File: src/design/mdio_mm_pkg.sv
`timescale 1ns / 1ps
// ----------------------------------------------------------------------------
// mdio_mm_pkg
// Shared codes, field widths and frame positions for the management master.
// ----------------------------------------------------------------------------
package mdio_mm_pkg;

   // command codes carried in the request tuser
   localparam logic [1:0] CMD_TICK  = 2'd0;
   localparam logic [1:0] CMD_READ  = 2'd1;
   localparam logic [1:0] CMD_WRITE = 2'd2;

   // configuration register indexes
   localparam logic CSR_PHY_ADDRESS   = 1'b0;
   localparam logic CSR_PREAMBLE_BITS = 1'b1;

   // field widths
   localparam int unsigned ADDR_W  = 5;
   localparam int unsigned DATA_W  = 16;
   localparam int unsigned PRE_W   = 6;
   localparam int unsigned SLOT_W  = 7;
   localparam int unsigned REQ_W   = 24;
   localparam int unsigned RSP_W   = 24;

   // longest preamble, and frame positions counted after the preamble
   localparam logic [PRE_W-1:0]  PRE_MAX      = 6'd32;
   localparam logic [SLOT_W-1:0] POS_OP_HI    = 7'd2;
   localparam logic [SLOT_W-1:0] POS_OP_LO    = 7'd3;
   localparam logic [SLOT_W-1:0] POS_PHY_END  = 7'd8;
   localparam logic [SLOT_W-1:0] POS_REG_END  = 7'd13;
   localparam logic [SLOT_W-1:0] POS_TA_HI    = 7'd14;
   localparam logic [SLOT_W-1:0] POS_TA_LO    = 7'd15;
   localparam logic [SLOT_W-1:0] POS_DATA     = 7'd16;
   localparam logic [SLOT_W-1:0] POS_LAST_WR  = 7'd31;
   localparam logic [SLOT_W-1:0] POS_LAST_RD  = 7'd32;

   // request tdata layout, lowest bit first
   localparam int unsigned REQ_ADDR_LSB = 0;
   localparam int unsigned REQ_DATA_LSB = REQ_ADDR_LSB + ADDR_W;
   localparam int unsigned REQ_LINE_BIT = REQ_DATA_LSB + DATA_W;

   // response tdata layout, lowest bit first
   localparam int unsigned RSP_CLK_BIT   = 0;
   localparam int unsigned RSP_OUT_BIT   = 1;
   localparam int unsigned RSP_DRV_BIT   = 2;
   localparam int unsigned RSP_BUSY_BIT  = 3;
   localparam int unsigned RSP_DATA_LSB  = 4;

   // one slot's result
   typedef struct packed {
      logic              clock_pulse;
      logic              line_out;
      logic              line_drive;
      logic              busy_res;
      logic              frame_done;
      logic              read_valid;
      logic [DATA_W-1:0] read_data;
   } slot_result_type;

endpackage

File: src/design/mdio_management_master.sv
`timescale 1ns / 1ps
// ----------------------------------------------------------------------------
// mdio_management_master
// Clause-22 management frame master stepped one bit slot per request beat.
// ----------------------------------------------------------------------------
// Usage: every request beat is one bit slot of the management interface. The
// tuser command starts a read or a write when no frame is running; otherwise
// the beat just advances the frame. Each request beat yields exactly one
// response beat giving the clock pulse, line level, drive enable and status
// of that slot; rsp_tlast marks the final slot of a frame and rsp_tuser
// flags a finished read, whose value is in the read data field.
// Timing: the response beat is registered and presented in the cycle after its request beat.
// Throughput: one beat per cycle while responses are taken; the slot decode is a
// counter compare and a shift between the request side and the response register.
// Stall: when rsp_tready is low with a response held, req_tready drops and
// the frame state does not advance until the held beat is taken.
// Configuration: csr writes are always taken; write them only while idle.
// Register 0 is the PHY address, register 1 the preamble length (capped
// at 32 ones).
// Reset: synchronous active-high; no frame running, PHY address 0, preamble
// 32, response register empty.
// ----------------------------------------------------------------------------
module mdio_management_master
   import mdio_mm_pkg::*;
(
   input  logic             clock,
   input  logic             reset,
   // request channel
   input  logic             req_tvalid,
   output logic             req_tready,
   input  logic [REQ_W-1:0] req_tdata,   // reg_addr[4:0], write_data[20:5], line_in[21], pad
   input  logic [1:0]       req_tuser,   // cmd[1:0]
   // response channel
   output logic             rsp_tvalid,
   input  logic             rsp_tready,
   output logic [RSP_W-1:0] rsp_tdata,   // clock_pulse[0], line_out[1], line_drive[2],
                                         // busy_res[3], read_data[19:4], pad
   output logic             rsp_tuser,   // read_valid
   output logic             rsp_tlast,   // frame_done
   // configuration write channel
   input  logic             csr_valid,
   output logic             csr_ready,
   input  logic             csr_index,
   input  logic [PRE_W-1:0] csr_data
);

   // configuration registers
   logic [ADDR_W-1:0] phy_address_ff;
   logic [PRE_W-1:0]  preamble_bits_ff;

   // frame state
   logic              frame_active_ff, frame_active_in;
   logic              is_write_ff, is_write_in;
   logic [SLOT_W-1:0] slot_count_ff, slot_count_in;
   logic [ADDR_W-1:0] addr_latch_ff, addr_latch_in;
   logic [DATA_W-1:0] data_shift_ff, data_shift_in;

   // response register
   logic              rsp_valid_ff;
   slot_result_type   rsp_ff, rsp_in;

   // decode helpers
   logic [1:0]        cmd;
   logic [ADDR_W-1:0] reg_addr;
   logic [DATA_W-1:0] write_data;
   logic              line_in;
   logic              req_beat;
   logic              start;
   logic              active;
   logic              wr;
   logic [ADDR_W-1:0] addr;
   logic [DATA_W-1:0] shift;
   logic [SLOT_W-1:0] slot;
   logic [PRE_W-1:0]  pre_len;
   logic [SLOT_W-1:0] pos;
   logic [SLOT_W-1:0] last_pos;
   logic [SLOT_W-1:0] phy_sel;
   logic [SLOT_W-1:0] reg_sel;
   logic              done;

   assign cmd        = req_tuser;
   assign reg_addr   = req_tdata[REQ_ADDR_LSB +: ADDR_W];
   assign write_data = req_tdata[REQ_DATA_LSB +: DATA_W];
   assign line_in    = req_tdata[REQ_LINE_BIT];

   assign req_tready = !rsp_valid_ff || rsp_tready;
   assign req_beat   = req_tvalid && req_tready;
   assign csr_ready  = 1'b1;

   // slot decode and next frame state
   always_comb begin
      start    = !frame_active_ff && ((cmd == CMD_READ) || (cmd == CMD_WRITE));
      active   = frame_active_ff || start;
      wr       = start ? (cmd == CMD_WRITE) : is_write_ff;
      addr     = start ? reg_addr : addr_latch_ff;
      shift    = start ? (wr ? write_data : '0) : data_shift_ff;
      slot     = start ? '0 : slot_count_ff;
      pre_len  = (preamble_bits_ff > PRE_MAX) ? PRE_MAX : preamble_bits_ff;
      last_pos = wr ? POS_LAST_WR : POS_LAST_RD;
      pos      = slot - {1'b0, pre_len};
      done     = 1'b0;

      rsp_in          = '0;
      data_shift_in   = shift;
      is_write_in     = wr;
      addr_latch_in   = addr;
      frame_active_in = active;
      slot_count_in   = slot;

      if (active && (slot >= {1'b0, pre_len}) && (pos >= last_pos)) begin
         pos  = last_pos;
         done = 1'b1;
      end
      phy_sel = POS_PHY_END - pos;
      reg_sel = POS_REG_END - pos;

      if (active) begin
         rsp_in.clock_pulse = 1'b1;
         rsp_in.line_drive  = 1'b1;
         if (slot < {1'b0, pre_len}) begin
            // preamble of ones
            rsp_in.line_out = 1'b1;
         end else if (pos == '0) begin
            rsp_in.line_out = 1'b0;
         end else if (pos == 7'd1) begin
            rsp_in.line_out = 1'b1;
         end else if (pos == POS_OP_HI) begin
            rsp_in.line_out = !wr;
         end else if (pos == POS_OP_LO) begin
            rsp_in.line_out = wr;
         end else if (pos <= POS_PHY_END) begin
            rsp_in.line_out = phy_address_ff[phy_sel[2:0]];
         end else if (pos <= POS_REG_END) begin
            rsp_in.line_out = addr[reg_sel[2:0]];
         end else if (wr) begin
            // turnaround 10 then data msb first
            if (pos == POS_TA_HI) begin
               rsp_in.line_out = 1'b1;
            end else if (pos == POS_TA_LO) begin
               rsp_in.line_out = 1'b0;
            end else begin
               rsp_in.line_out = shift[DATA_W-1];
               data_shift_in   = {shift[DATA_W-2:0], 1'b0};
            end
         end else begin
            // released turnaround, sampled data, trailer
            rsp_in.line_drive = 1'b0;
            if ((pos >= POS_DATA) && (pos <= POS_LAST_WR)) begin
               data_shift_in = {shift[DATA_W-2:0], line_in};
            end
            if (pos == POS_LAST_RD) begin
               rsp_in.read_valid = 1'b1;
               rsp_in.read_data  = shift;
            end
         end
         rsp_in.frame_done = done;
         if (done) begin
            frame_active_in = 1'b0;
            slot_count_in   = '0;
         end else begin
            slot_count_in = slot + 7'd1;
         end
      end
      rsp_in.busy_res = frame_active_in;
   end

   // control and configuration registers
   always_ff @(posedge clock) begin
      if (reset) begin
         phy_address_ff   <= '0;
         preamble_bits_ff <= PRE_MAX;
         frame_active_ff  <= 1'b0;
         is_write_ff      <= 1'b0;
         slot_count_ff    <= '0;
         addr_latch_ff    <= '0;
         data_shift_ff    <= '0;
         rsp_valid_ff     <= 1'b0;
      end else begin
         if (csr_valid && csr_ready) begin
            case (csr_index)
               CSR_PHY_ADDRESS:   phy_address_ff   <= csr_data[ADDR_W-1:0];
               CSR_PREAMBLE_BITS: preamble_bits_ff <= csr_data;
               default:           ;
            endcase
         end
         if (req_beat) begin
            frame_active_ff <= frame_active_in;
            is_write_ff     <= is_write_in;
            slot_count_ff   <= slot_count_in;
            addr_latch_ff   <= addr_latch_in;
            data_shift_ff   <= data_shift_in;
            rsp_valid_ff    <= 1'b1;
         end else if (rsp_tready) begin
            rsp_valid_ff <= 1'b0;
         end
      end
   end

   // response payload
   always_ff @(posedge clock) begin
      if (req_beat) begin
         rsp_ff <= rsp_in;
      end
   end

   assign rsp_tvalid = rsp_valid_ff;
   assign rsp_tuser  = rsp_ff.read_valid;
   assign rsp_tlast  = rsp_ff.frame_done;
   always_comb begin
      rsp_tdata                              = '0;
      rsp_tdata[RSP_CLK_BIT]                 = rsp_ff.clock_pulse;
      rsp_tdata[RSP_OUT_BIT]                 = rsp_ff.line_out;
      rsp_tdata[RSP_DRV_BIT]                 = rsp_ff.line_drive;
      rsp_tdata[RSP_BUSY_BIT]                = rsp_ff.busy_res;
      rsp_tdata[RSP_DATA_LSB +: DATA_W]      = rsp_ff.read_data;
   end

`ifndef SYNTHESIS
   // idle state keeps the slot counter cleared
   a_idle_slot_zero: assert property (@(posedge clock) disable iff (reset)
      !frame_active_ff |-> (slot_count_ff == '0))
      else $error("slot counter not cleared while idle");

   // the last slot of a frame leaves the block idle
   a_done_not_busy: assert property (@(posedge clock) disable iff (reset)
      (rsp_valid_ff && rsp_ff.frame_done) |-> !rsp_ff.busy_res)
      else $error("frame done while still busy");

   // a read result only appears on a released final slot
   a_read_on_done: assert property (@(posedge clock) disable iff (reset)
      (rsp_valid_ff && rsp_ff.read_valid) |-> (rsp_ff.frame_done && !rsp_ff.line_drive))
      else $error("read result outside a released final slot");

   // the line level is zero whenever released
   a_released_low: assert property (@(posedge clock) disable iff (reset)
      (rsp_valid_ff && !rsp_ff.line_drive) |-> !rsp_ff.line_out)
      else $error("line level set while released");

   // a frame start is reflected in the busy state after the beat
   a_start_busy: assert property (@(posedge clock) disable iff (reset)
      (req_beat && start && !done) |=> frame_active_ff)
      else $error("frame start did not set busy");
`endif

endmodule
File: config.mk
export PLATFORM = sky130hd
export DESIGN_NAME = mdio_management_master
export DESIGN_NICKNAME = d
export VERILOG_FILES = /design/src/design/mdio_mm_pkg.sv /design/src/design/mdio_management_master.sv
export SDC_FILE = /design/constraint.sdc
export NUM_CORES = 1
export LEC_CHECK = 0
export ABC_AREA = 1
export BUFFER_PORTS_ARGS = -buffer_cell sky130_fd_sc_hd__buf_4
export CAP_MARGIN = 10
export CORE_ASPECT_RATIO = 1.2
export CORE_MARGIN = 2
export CORE_UTILIZATION = 36
export CTS_CLUSTER_SIZE = 40
export DETAILED_ROUTE_END_ITERATION = 12
export SETUP_SLACK_MARGIN = 0.2
export SYNTH_ARGS = -nofsm -noshare
export SYNTH_HDL_FRONTEND = slang
export SYNTH_SLANG_ARGS = --single-unit
File: constraint.sdc
create_clock -name clock -period 5.9 [get_ports clock]
set_input_delay 0.885 -clock clock [delete_from_list [all_inputs] [get_ports clock]]
set_output_delay 0.885 -clock clock [all_outputs]
set_load 0.03 [all_outputs]
After elaboration in Yosys (flattened, before gate mapping)
Cells that the tools add are included.
{"block": "totals", "register_bits": 64, "out_inout_bits": 29, "elab_cells": 108}
{"block": "op_classes", "add_sub_neg": 4, "order_cmp": 10, "eq_ne": 8, "n_mux": 51, "n_bitwise": 3, "reduce_logical": 17}
{"operator": "two-way mux 16 bit", "count": 14}
{"operator": "two-way mux 7 bit", "count": 4}
{"operator": "two-way mux 1 bit", "count": 26}
{"operator": "two-way mux 17 bit", "count": 1}
{"operator": "== test 7 x 2 -> 1 bit, second input constant", "count": 2}
{"operator": "== test 7 x 4 -> 1 bit, second input constant", "count": 2}
{"operator": ">= comparator 7 x 6 -> 1 bit", "count": 2}
{"operator": "less-or-equal comparator 7 x 4 -> 1 bit, second input constant", "count": 2}
{"operator": "two-way mux 6 bit", "count": 2}
{"operator": "OR reduction 10 bit", "count": 1}
{"operator": "OR reduction 9 bit", "count": 1}
{"operator": "< comparator 3 x 4 -> 1 bit, second input constant", "count": 2}
{"operator": "adder 7 x 1 -> 7 bit, second input constant", "count": 1}
{"operator": "== test 7 x 1 -> 1 bit, second input constant", "count": 1}
{"operator": "== test 7 x 6 -> 1 bit, second input constant", "count": 1}
{"operator": ">= comparator 7 x 5 -> 1 bit, second input constant", "count": 1}
{"operator": "less-or-equal comparator 7 x 5 -> 1 bit, second input constant", "count": 1}
{"operator": "zero test 7 bit", "count": 1}
{"operator": "< comparator 7 x 6 -> 1 bit", "count": 1}
{"operator": "subtractor 7 x 6 -> 7 bit", "count": 1}
{"operator": "binary-select mux 1 bit (select 3 bit)", "count": 2}
{"operator": "greater-than comparator 6 bit, second input constant", "count": 1}
{"operator": "logical AND 1 bit", "count": 5}
{"operator": "two-way mux 5 bit", "count": 1}
{"operator": "other kinds (10)", "count": 17}

Longest topological paths before layout
Gate-level depths: netlist of run 1.
{"block": "logic_depth", "ltp_word": 20, "mapped_depth": 40, "mapped_depth_nobuf": 40}

Worst setup path after synthesis of run 1
OpenSTA, ideal clock, no wires.
{"block": "synth_timing", "kind": "input-to-reg", "startpoint": "input req_tuser[0]", "endpoint": "register rsp_ff, in the netlist rsp_tdata[1], data pin", "setup_time_ps": 266, "t_arrival_ps": 5100, "required_time_ps": 5634, "path_slack_ps": 534, "path_stages": 38, "path_buffers": 3, "cell_sequence": "inv_1 ha_1 nor2_8 clkbuf_1 clkbuf_1 nor2_1 ha_1 nand2_1 inv_1 nand2_1 nand2_1 or2_2 nand2_1 inv_1 ha_1 nand2_1 inv_1 nand2_1 (+2 left out) nand2_4 nand3_4 buf_8 nand2_1 inv_1 ha_1 inv_1 o21ai_0 nor2_1 nor2_1 nor2_1 nor2_1 nand2_1 nand2_1 nand2_1 nand2_1 nand2_1 a21oi_1"}
{"block": "synth_between", "elab_chain_len": 19, "elab_cells_between_ends": 43}
{"item": "start: declaration", "line_no": "mdio_management_master.sv:32", "rtl": "input logic [1:0] req_tuser,"}
{"item": "parallel branches: the longest is 19 deep, another holds subtractor 7 x 6 -> 7 bit"}
{"item": "end signal: assignment", "line_no": "mdio_management_master.sv:202", "rtl": "rsp_ff <= rsp_in;"}
{"item": "end: declaration", "line_no": "mdio_management_master.sv:60", "rtl": "slot_result_type rsp_ff, rsp_in;"}
Parallel ways; which one is timed is not known. The select of a mux whose other input is x is not followed.
A chain may end at the register's enable or synchronous reset.

Final worst setup path of run 1
{"block": "layout_timing", "startpoint": "input req_tuser[0]", "endpoint": "register data_shift_ff[14]"}
{"block": "layout_between", "elab_chain_len": 20, "elab_cells_between_ends": 40}
{"item": "== test 2 x 1 -> 1 bit / == test 2 bit (equally long branches)", "line_no": "mdio_management_master.sv:92, mdio_management_master.sv:94"}
{"item": "logical OR 1 bit", "line_no": "mdio_management_master.sv:92", "rtl": "start = !frame_active_ff && ((cmd == CMD_READ) || (cmd == CMD_WRITE));"}
{"item": "logical AND 1 bit", "line_no": "mdio_management_master.sv:92"}
{"item": "two-way mux 7 bit / two-way mux 1 bit (equally long branches)", "line_no": "mdio_management_master.sv:97, mdio_management_master.sv:94"}
{"item": "subtractor 7 x 6 -> 7 bit, or another cell as far along", "line_no": "mdio_management_master.sv:100", "rtl": "pos = slot - {1'b0, pre_len};"}
{"item": ">= comparator 7 x 6 -> 1 bit / logical AND 1 bit (equally long branches)", "line_no": "mdio_management_master.sv:110", "rtl": "if (active && (slot >= {1'b0, pre_len}) && (pos >= last_pos)) begin"}
{"item": "logical AND 1 bit", "line_no": "mdio_management_master.sv:110"}
{"item": "two-way mux 7 bit", "line_no": "mdio_management_master.sv:110"}
{"item": "(+4 left out)"}
{"item": "two-way mux 16 bit", "line_no": "mdio_management_master.sv:133", "rtl": "end else if (pos <= POS_REG_END) begin"}
{"item": "two-way mux 16 bit", "line_no": "mdio_management_master.sv:131", "rtl": "end else if (pos <= POS_PHY_END) begin"}
{"item": "two-way mux 16 bit", "line_no": "mdio_management_master.sv:129", "rtl": "end else if (pos == POS_OP_LO) begin"}
{"item": "two-way mux 16 bit", "line_no": "mdio_management_master.sv:127", "rtl": "end else if (pos == POS_OP_HI) begin"}
{"item": "two-way mux 16 bit", "line_no": "mdio_management_master.sv:125", "rtl": "end else if (pos == 7'd1) begin"}
{"item": "two-way mux 16 bit", "line_no": "mdio_management_master.sv:123", "rtl": "end else if (pos == '0) begin"}
{"item": "two-way mux 16 bit", "line_no": "mdio_management_master.sv:120", "rtl": "if (slot < {1'b0, pre_len}) begin"}
{"item": "two-way mux 16 bit *", "line_no": "mdio_management_master.sv:117", "rtl": "if (active) begin"}
{"item": "end signal: assignment", "line_no": "mdio_management_master.sv:191", "rtl": "data_shift_ff <= data_shift_in;"}
{"item": "end: declaration", "line_no": "mdio_management_master.sv:56", "rtl": "logic [DATA_W-1:0] data_shift_ff, data_shift_in;"}
Every way passes the cells marked *; elsewhere a longest branch is shown, timed or not.

==> metrics, run 1 <==
H-tree depth 3; Setup crit start req_tuser[0]; number of core rows 43; number of global-route vias before repair 3,425; Warnings, synthesis 0; Antenna Nets Post-Route 0; Die Wd 103 microns; worst path required time 6.11 ns; type of origin of the critical path input pin; CP arrival 5.35 ns; clock buffer depth 2; Setup CP Type in -> reg; Final nets 690; Netlist cell types 44; routed vias 3,744; Starting Density 36.7%; # DRC 0; total setup buffers inserted after CTS 0; reg2reg end data_shift_ff[14]; CTS buffer count 9; crit end category register; maximum clock frequency 195 MHz; CTS tree yes; FF-to-FF Start preamble_bits_ff[2]; Syn-to-layout area delta 21.5%; Root Driver clkbuf_16; Pleak 2.29 nW; Max-Cap Viols 0; worst hold path type reg -> reg; slew margin rel. 64.8%; unrepaired setup endpoints after global routing false; Clk Latency, worst-skew pair 0.34 ns; r2r worst-path depth 33; worst hold path startpoint phy_address_ff[0]; Avg Synthesized Cell Area 7.36 sq um; Area contributors post-synth dfxtp_1 20%, edfxtp_1 16%, nand2_1 11%; Clock transition at path regs 0.06 ns; Post-Syn Instances 572; EDFF count, synth 22; min Tclk post-route 5.14 ns; Max Transition Viols Final 0; fraction of layout cells with a size suffix above 1 22.0%; post-route setup slack 0.763 ns; global-route wire length before repair 15,700 microns; post-DR vias/cell 4.73; Synth top area share 20.0%; worst vdd ir 0.161 mV; Layout Skew 0.00665 ns; io pins 67; cell taking the most area after synthesis dfxtp_1; Final Setup Violations 0; most frequent cells after synthesis 124 x nand2_1, 77 x inv_1, 59 x nor2_1; Final Cycle Share 87.1%; CTS sink cnt 64; Critical Path End data_shift_ff[14]; per-cell routed wire length 12.2 microns; post-synthesis async set-or-reset flop share 0%; DR pass1 iterations 4; Die Span Y 122 microns; Synth Cell Area 4210 sq um; #FFs+latches synth 64; antenna cells 0; slowest stage delay, CP 0.39 ns; final hold slack 0.459 ns; sequential area share after synthesis 35.7%; PwrDens 295 nW/um^2; final WL 9670 microns; Worst Path Max Fanout 31; Design Area, Final 5110 sq um; core area 11,500 sq um; maximum number of pins on one net before global-route repair 38; commonest register cell after synthesis dfxtp_1; CTS resizes 0; Setup TNS Final 0 ns; Tot Pwr 1.51 mW; Final Hold Fails 0; WHS Path Cells 2; DRT iter0 DRCs 137; run status finished clean; gr usage total 15.8%; count leader, synth nand2_1; Port Buffers 59; Critical-path top delay cell ha_1; Area after DPL 4780 sq um; pre-CTS WS 0.435 ns; full die area 12,600 sq um; hold-fix buffers at CTS 0; antenna violations before repair 0; cell mode on critical path nand2_1; FF-to-FF setup slack 1.31 ns; GP Congestion 0.828; Detail Placement HPWL 7020 microns; total grt overflow 0; Least-Margin Pin Slew 0.527 ns
## area by class of cell
cell class	instances	area, sq um
Timing Repair Buffer	67	503
Sequential cell	64	1500
Multi-Input combinational cell	402	2260
Clock inverter	6	91.3
Fill cell	1130	6350
Tap cell	157	196
Inverter	86	325
Clock buffer	10	239
## registers in the layout, indices dropped and copies added, names as in the netlist
register and cells:
frame_active_ff 1, preamble_bits_ff 6, is_write_ff 1, rsp_tdata 20, phy_address_ff 5, slot_count_ff 7
rsp_tvalid 1, rsp_tuser 1, addr_latch_ff 5, rsp_tlast 1, data_shift_ff 16
## where the power goes
group          internal (mW)  switching [mW]  leakage [nW]
clock network          0.382           0.204         0.151
logic                  0.144           0.285          1.58
registers              0.483          0.0119         0.563
total                   1.01           0.501          2.29
## through the flow
step | cells | utilization, %
final | 792 | 44.6
after detailed placement | 776 | 41.7
after global routing | 792 | 44.6
after global placement | 776 | 41.7
after floorplan | 575 | -
after CTS | 792 | 44.6
## metal layers
layer | GRT usage (%) | routed length, microns | vias to the layer above | share of wire (%)
li1 | - | - | 1962 | -
met1 | 20.5 | 4530 | 1698 | 47
met2 | 25.4 | 4540 | 71 | 47
met3 | 2.62 | 383 | 13 | 4.0
met4 | 7.33 | 214 | 0 | 2.2
met5 | 0 | 0 | - | 0
## worst min path at each step
stage / endpoint / slack, ns
global route: data_shift_ff[4] / 0.48
detailed placement: phy_address_ff[1] / 0.45
finish: phy_address_ff[0] / 0.46
floorplan: phy_address_ff[1] / 0.42
global placement: phy_address_ff[1] / 0.45
CTS: phy_address_ff[1] / 0.46
## logic make-up (layout without fill, tap and decap cells)
group | count (synthesis) | in the layout | synth area share [%]
other cells | 2 | 5 | 0.178
xor+xnor | 4 | 4 | 0.832
fa+ha+maj | 22 | 22 | 6.72
compound gates | 105 | 105 | 14.7
flops | 64 | 64 | 35.7
mux | 5 | 5 | 1.19
buf+inv | 109 | 169 | 11.0
simple gates | 261 | 261 | 29.7
## critical path, delay by kind of cell
kind / cells / cell delay, ns
adders and majority gates: 4 / 1.25
and+or+nand+nor: 16 / 1.86
buffers and inverters: 9 / 0.73
AOI/OAI and AO/OA: 5 / 0.59
## layout by cell type, fill, tap and decap left out, types with 15 or more instances in the layout
cell,instances
dfxtp_1,42
a21oi_1,45
o21ai_1,15
buf_4,67
nand3_1,37
nor2_1,59
nand2_1,124
o21ai_0,21
ha_1,21
inv_1,77
edfxtp_1,22
Note: power is estimated with default switching activity, not from simulation.
==> inputs of run 2 (changes only) <==
- CORE_UTILIZATION: 36 -> 35
- SKIP_CTS_REPAIR_TIMING: unset -> 1
==> run 2 against run 1 <==
Net effect: routed wire length rose by 0.35%; utilization fell by 1.1 points; worst setup slack got worse by 0.0029 ns; critical path depth stayed put; power decreased by 4.1%; global-route usage is 0.54 points lower; sequential share of layout area rose by 0.20 points; largest power group unchanged.
==> metrics, run 2 (synthesized netlist as in run 1, its figures left out) <==
run status finished clean; slew margin rel. 62.9% (-1.9 points); Layout fillers 1,158 (+2.5%); highest-count cells in the layout ignoring fill and taps 124 x nand2_1, 77 x inv_1, 67 x buf_4, 59 x nor2_1, 45 x a21oi_1; gr usage total 15.2% (-0.54 points); Starting Density 36.1% (-0.68 points); r2r worst-path depth 33 (unchanged); WHS Path Cells 2 (unchanged); post-DR vias/cell 4.73 (about the same); Setup crit start req_tuser[0]; Syn-to-layout area delta 20.7%; Highest Signal Layer met4; H-tree depth 3 (unchanged); Max-Cap Viols 0 (unchanged); DR pass1 iterations 4 (unchanged); FF-to-FF Start preamble_bits_ff[2]; Clock power frac 36.3% (-2.5 points); CTS tree yes; met1 WL 4500 microns (-0.79%); pre-CTS WS 0.431 ns (-0.00429 ns); stages on the worst setup path 34 (unchanged); Die Wd 104 microns (+1.4%); Final Hold Fails 0 (unchanged); routed vias 3,747 (+0.080%); Antenna Nets Post-Route 0 (unchanged); fraction of power spent switching nets 34.2% (+1.0 points); most common cell after layout, fill and taps aside nand2_1; type of origin of the critical path input pin; number of core rows 43 (unchanged); number of global-route vias before repair 3,391 (-0.99%); worst vdd ir 0.122 mV (-24%); clock buffer depth 2 (unchanged); maximum clock frequency 195 MHz (about the same); io pins 67 (unchanged); worst hold path startpoint phy_address_ff[1]; Final nets 690 (unchanged); Setup CP Type in -> reg; Layout Skew 0.00470 ns (-0.00195 ns); Worst Path Max Fanout 31 (unchanged); Root Driver clkbuf_16; worst path required time 6.11 ns (about the same); crit end category register; maximum number of pins on one net before global-route repair 44 (+16%); Design Area, Final 5080 sq um (-0.66%); Seq pwr share 34.2% (+1.4 points); unrepaired setup endpoints after global routing false; per-cell routed wire length 12.3 microns (+0.35%); Clk Latency, worst-skew pair 0.33 ns (about the same); Internal 0.954 mW (-5.5%); Tot Pwr 1.45 mW (-4.1%); Pleak 2.28 nW (-0.59%); Setup TNS Final 0 ns (unchanged); fraction of layout cells with a size suffix above 1 22.0% (unchanged); CP bufs+invs 9 (unchanged); Least-Margin Pin Slew 0.556 ns (+0.0288 ns); CTS sink cnt 64 (unchanged); NetSw 0.495 mW (-1.1%); CP arrival 5.35 ns (about the same); CTS buffer count 9 (unchanged); Final Setup Violations 0 (unchanged); PwrDens 285 nW/um^2 (-3.4%); delay-heaviest family, CP simple AND/OR/NAND/NOR gates; GP Congestion 0.845 (+2.1%); Clock transition at path regs 0.05 ns (about the same); post-route setup slack 0.760 ns (-0.00286 ns); worst hold path type reg -> reg; antenna cells 0 (unchanged); Core Util, Final 43.5% (-1.1 points); core area 11,700 sq um (+1.9%); number of flip-flops in the largest register 20 (unchanged); Final Cycle Share 87.1% (about the same); final WL 9710 microns (+0.35%); Max Transition Viols Final 0 (unchanged); Port Buffers 59 (unchanged); full die area 12,900 sq um (+2.8%); Gate power share 29.6% (+1.2 points); met3 wire length 461 microns (+20%); slowest stage delay, CP 0.40 ns (about the same); cell mode on critical path nand2_1; # DRC 0 (unchanged); Detail Placement HPWL 7030 microns (+0.13%); Die Span Y 124 microns (+1.4%); Area after DPL 4780 sq um (unchanged); DRT iter0 DRCs 173 (+26%); antenna violations before repair 0 (unchanged); global-route wire length before repair 15,600 microns (-0.13%); total grt overflow 0 (unchanged); Critical-path top delay cell ha_1; min Tclk post-route 5.14 ns (+0.00286 ns); met2 routed WL 4510 microns (-0.62%)
-- run 2: metrics by stage --
stage | hold WS [ns] | std cells
after global routing | 0.480 | 792
after floorplan | 0.425 | 575
after detailed placement | 0.452 | 776
after global placement | 0.445 | 776
final | 0.453 | 792
after CTS | 0.460 | 792
-- run 2: worst paths after layout --
kind,to,slack (ns)
max,data_shift_ff[14],0.76
min,phy_address_ff[1],0.45
max reg2reg,data_shift_ff[14],1.31
min reg2reg,phy_address_ff[1],0.45
-- run 2: cell type report --
cell class                      instances  area [sq um]  area share (%)
Multi-Input combinational cell        402          2260            44.4
Tap cell                              157           196            3.87
Timing Repair Buffer                   67           503            9.90
Clock buffer                            9           225            4.43
Sequential cell                        64          1500            29.6
Clock inverter                          7          71.3            1.40
Inverter                               86           325            6.40
-- run 2: power groups by stage --
stage	Combinational [mW]	Sequential, mW	Clock, mW
after global placement	0.420	0.504	0
final	0.428	0.495	0.526
after global routing	0.479	0.497	0.555
after CTS	0.429	0.495	0.539
after floorplan	0.308	0.523	0
after detailed placement	0.426	0.504	0
-- run 2: worst min-delay path, stage by stage (launching register included) --
cell     delay [ns]
dfxtp_1        0.29
inv_1          0.06
a21oi_1        0.05
-- run 2: routing by layer --
layer / track usage (%) / vias up
met5: 0 / -
met2: 26.2 / 99
li1: - / 1956
met4: 7.01 / 0
met1: 18.1 / 1673
met3: 3.77 / 19
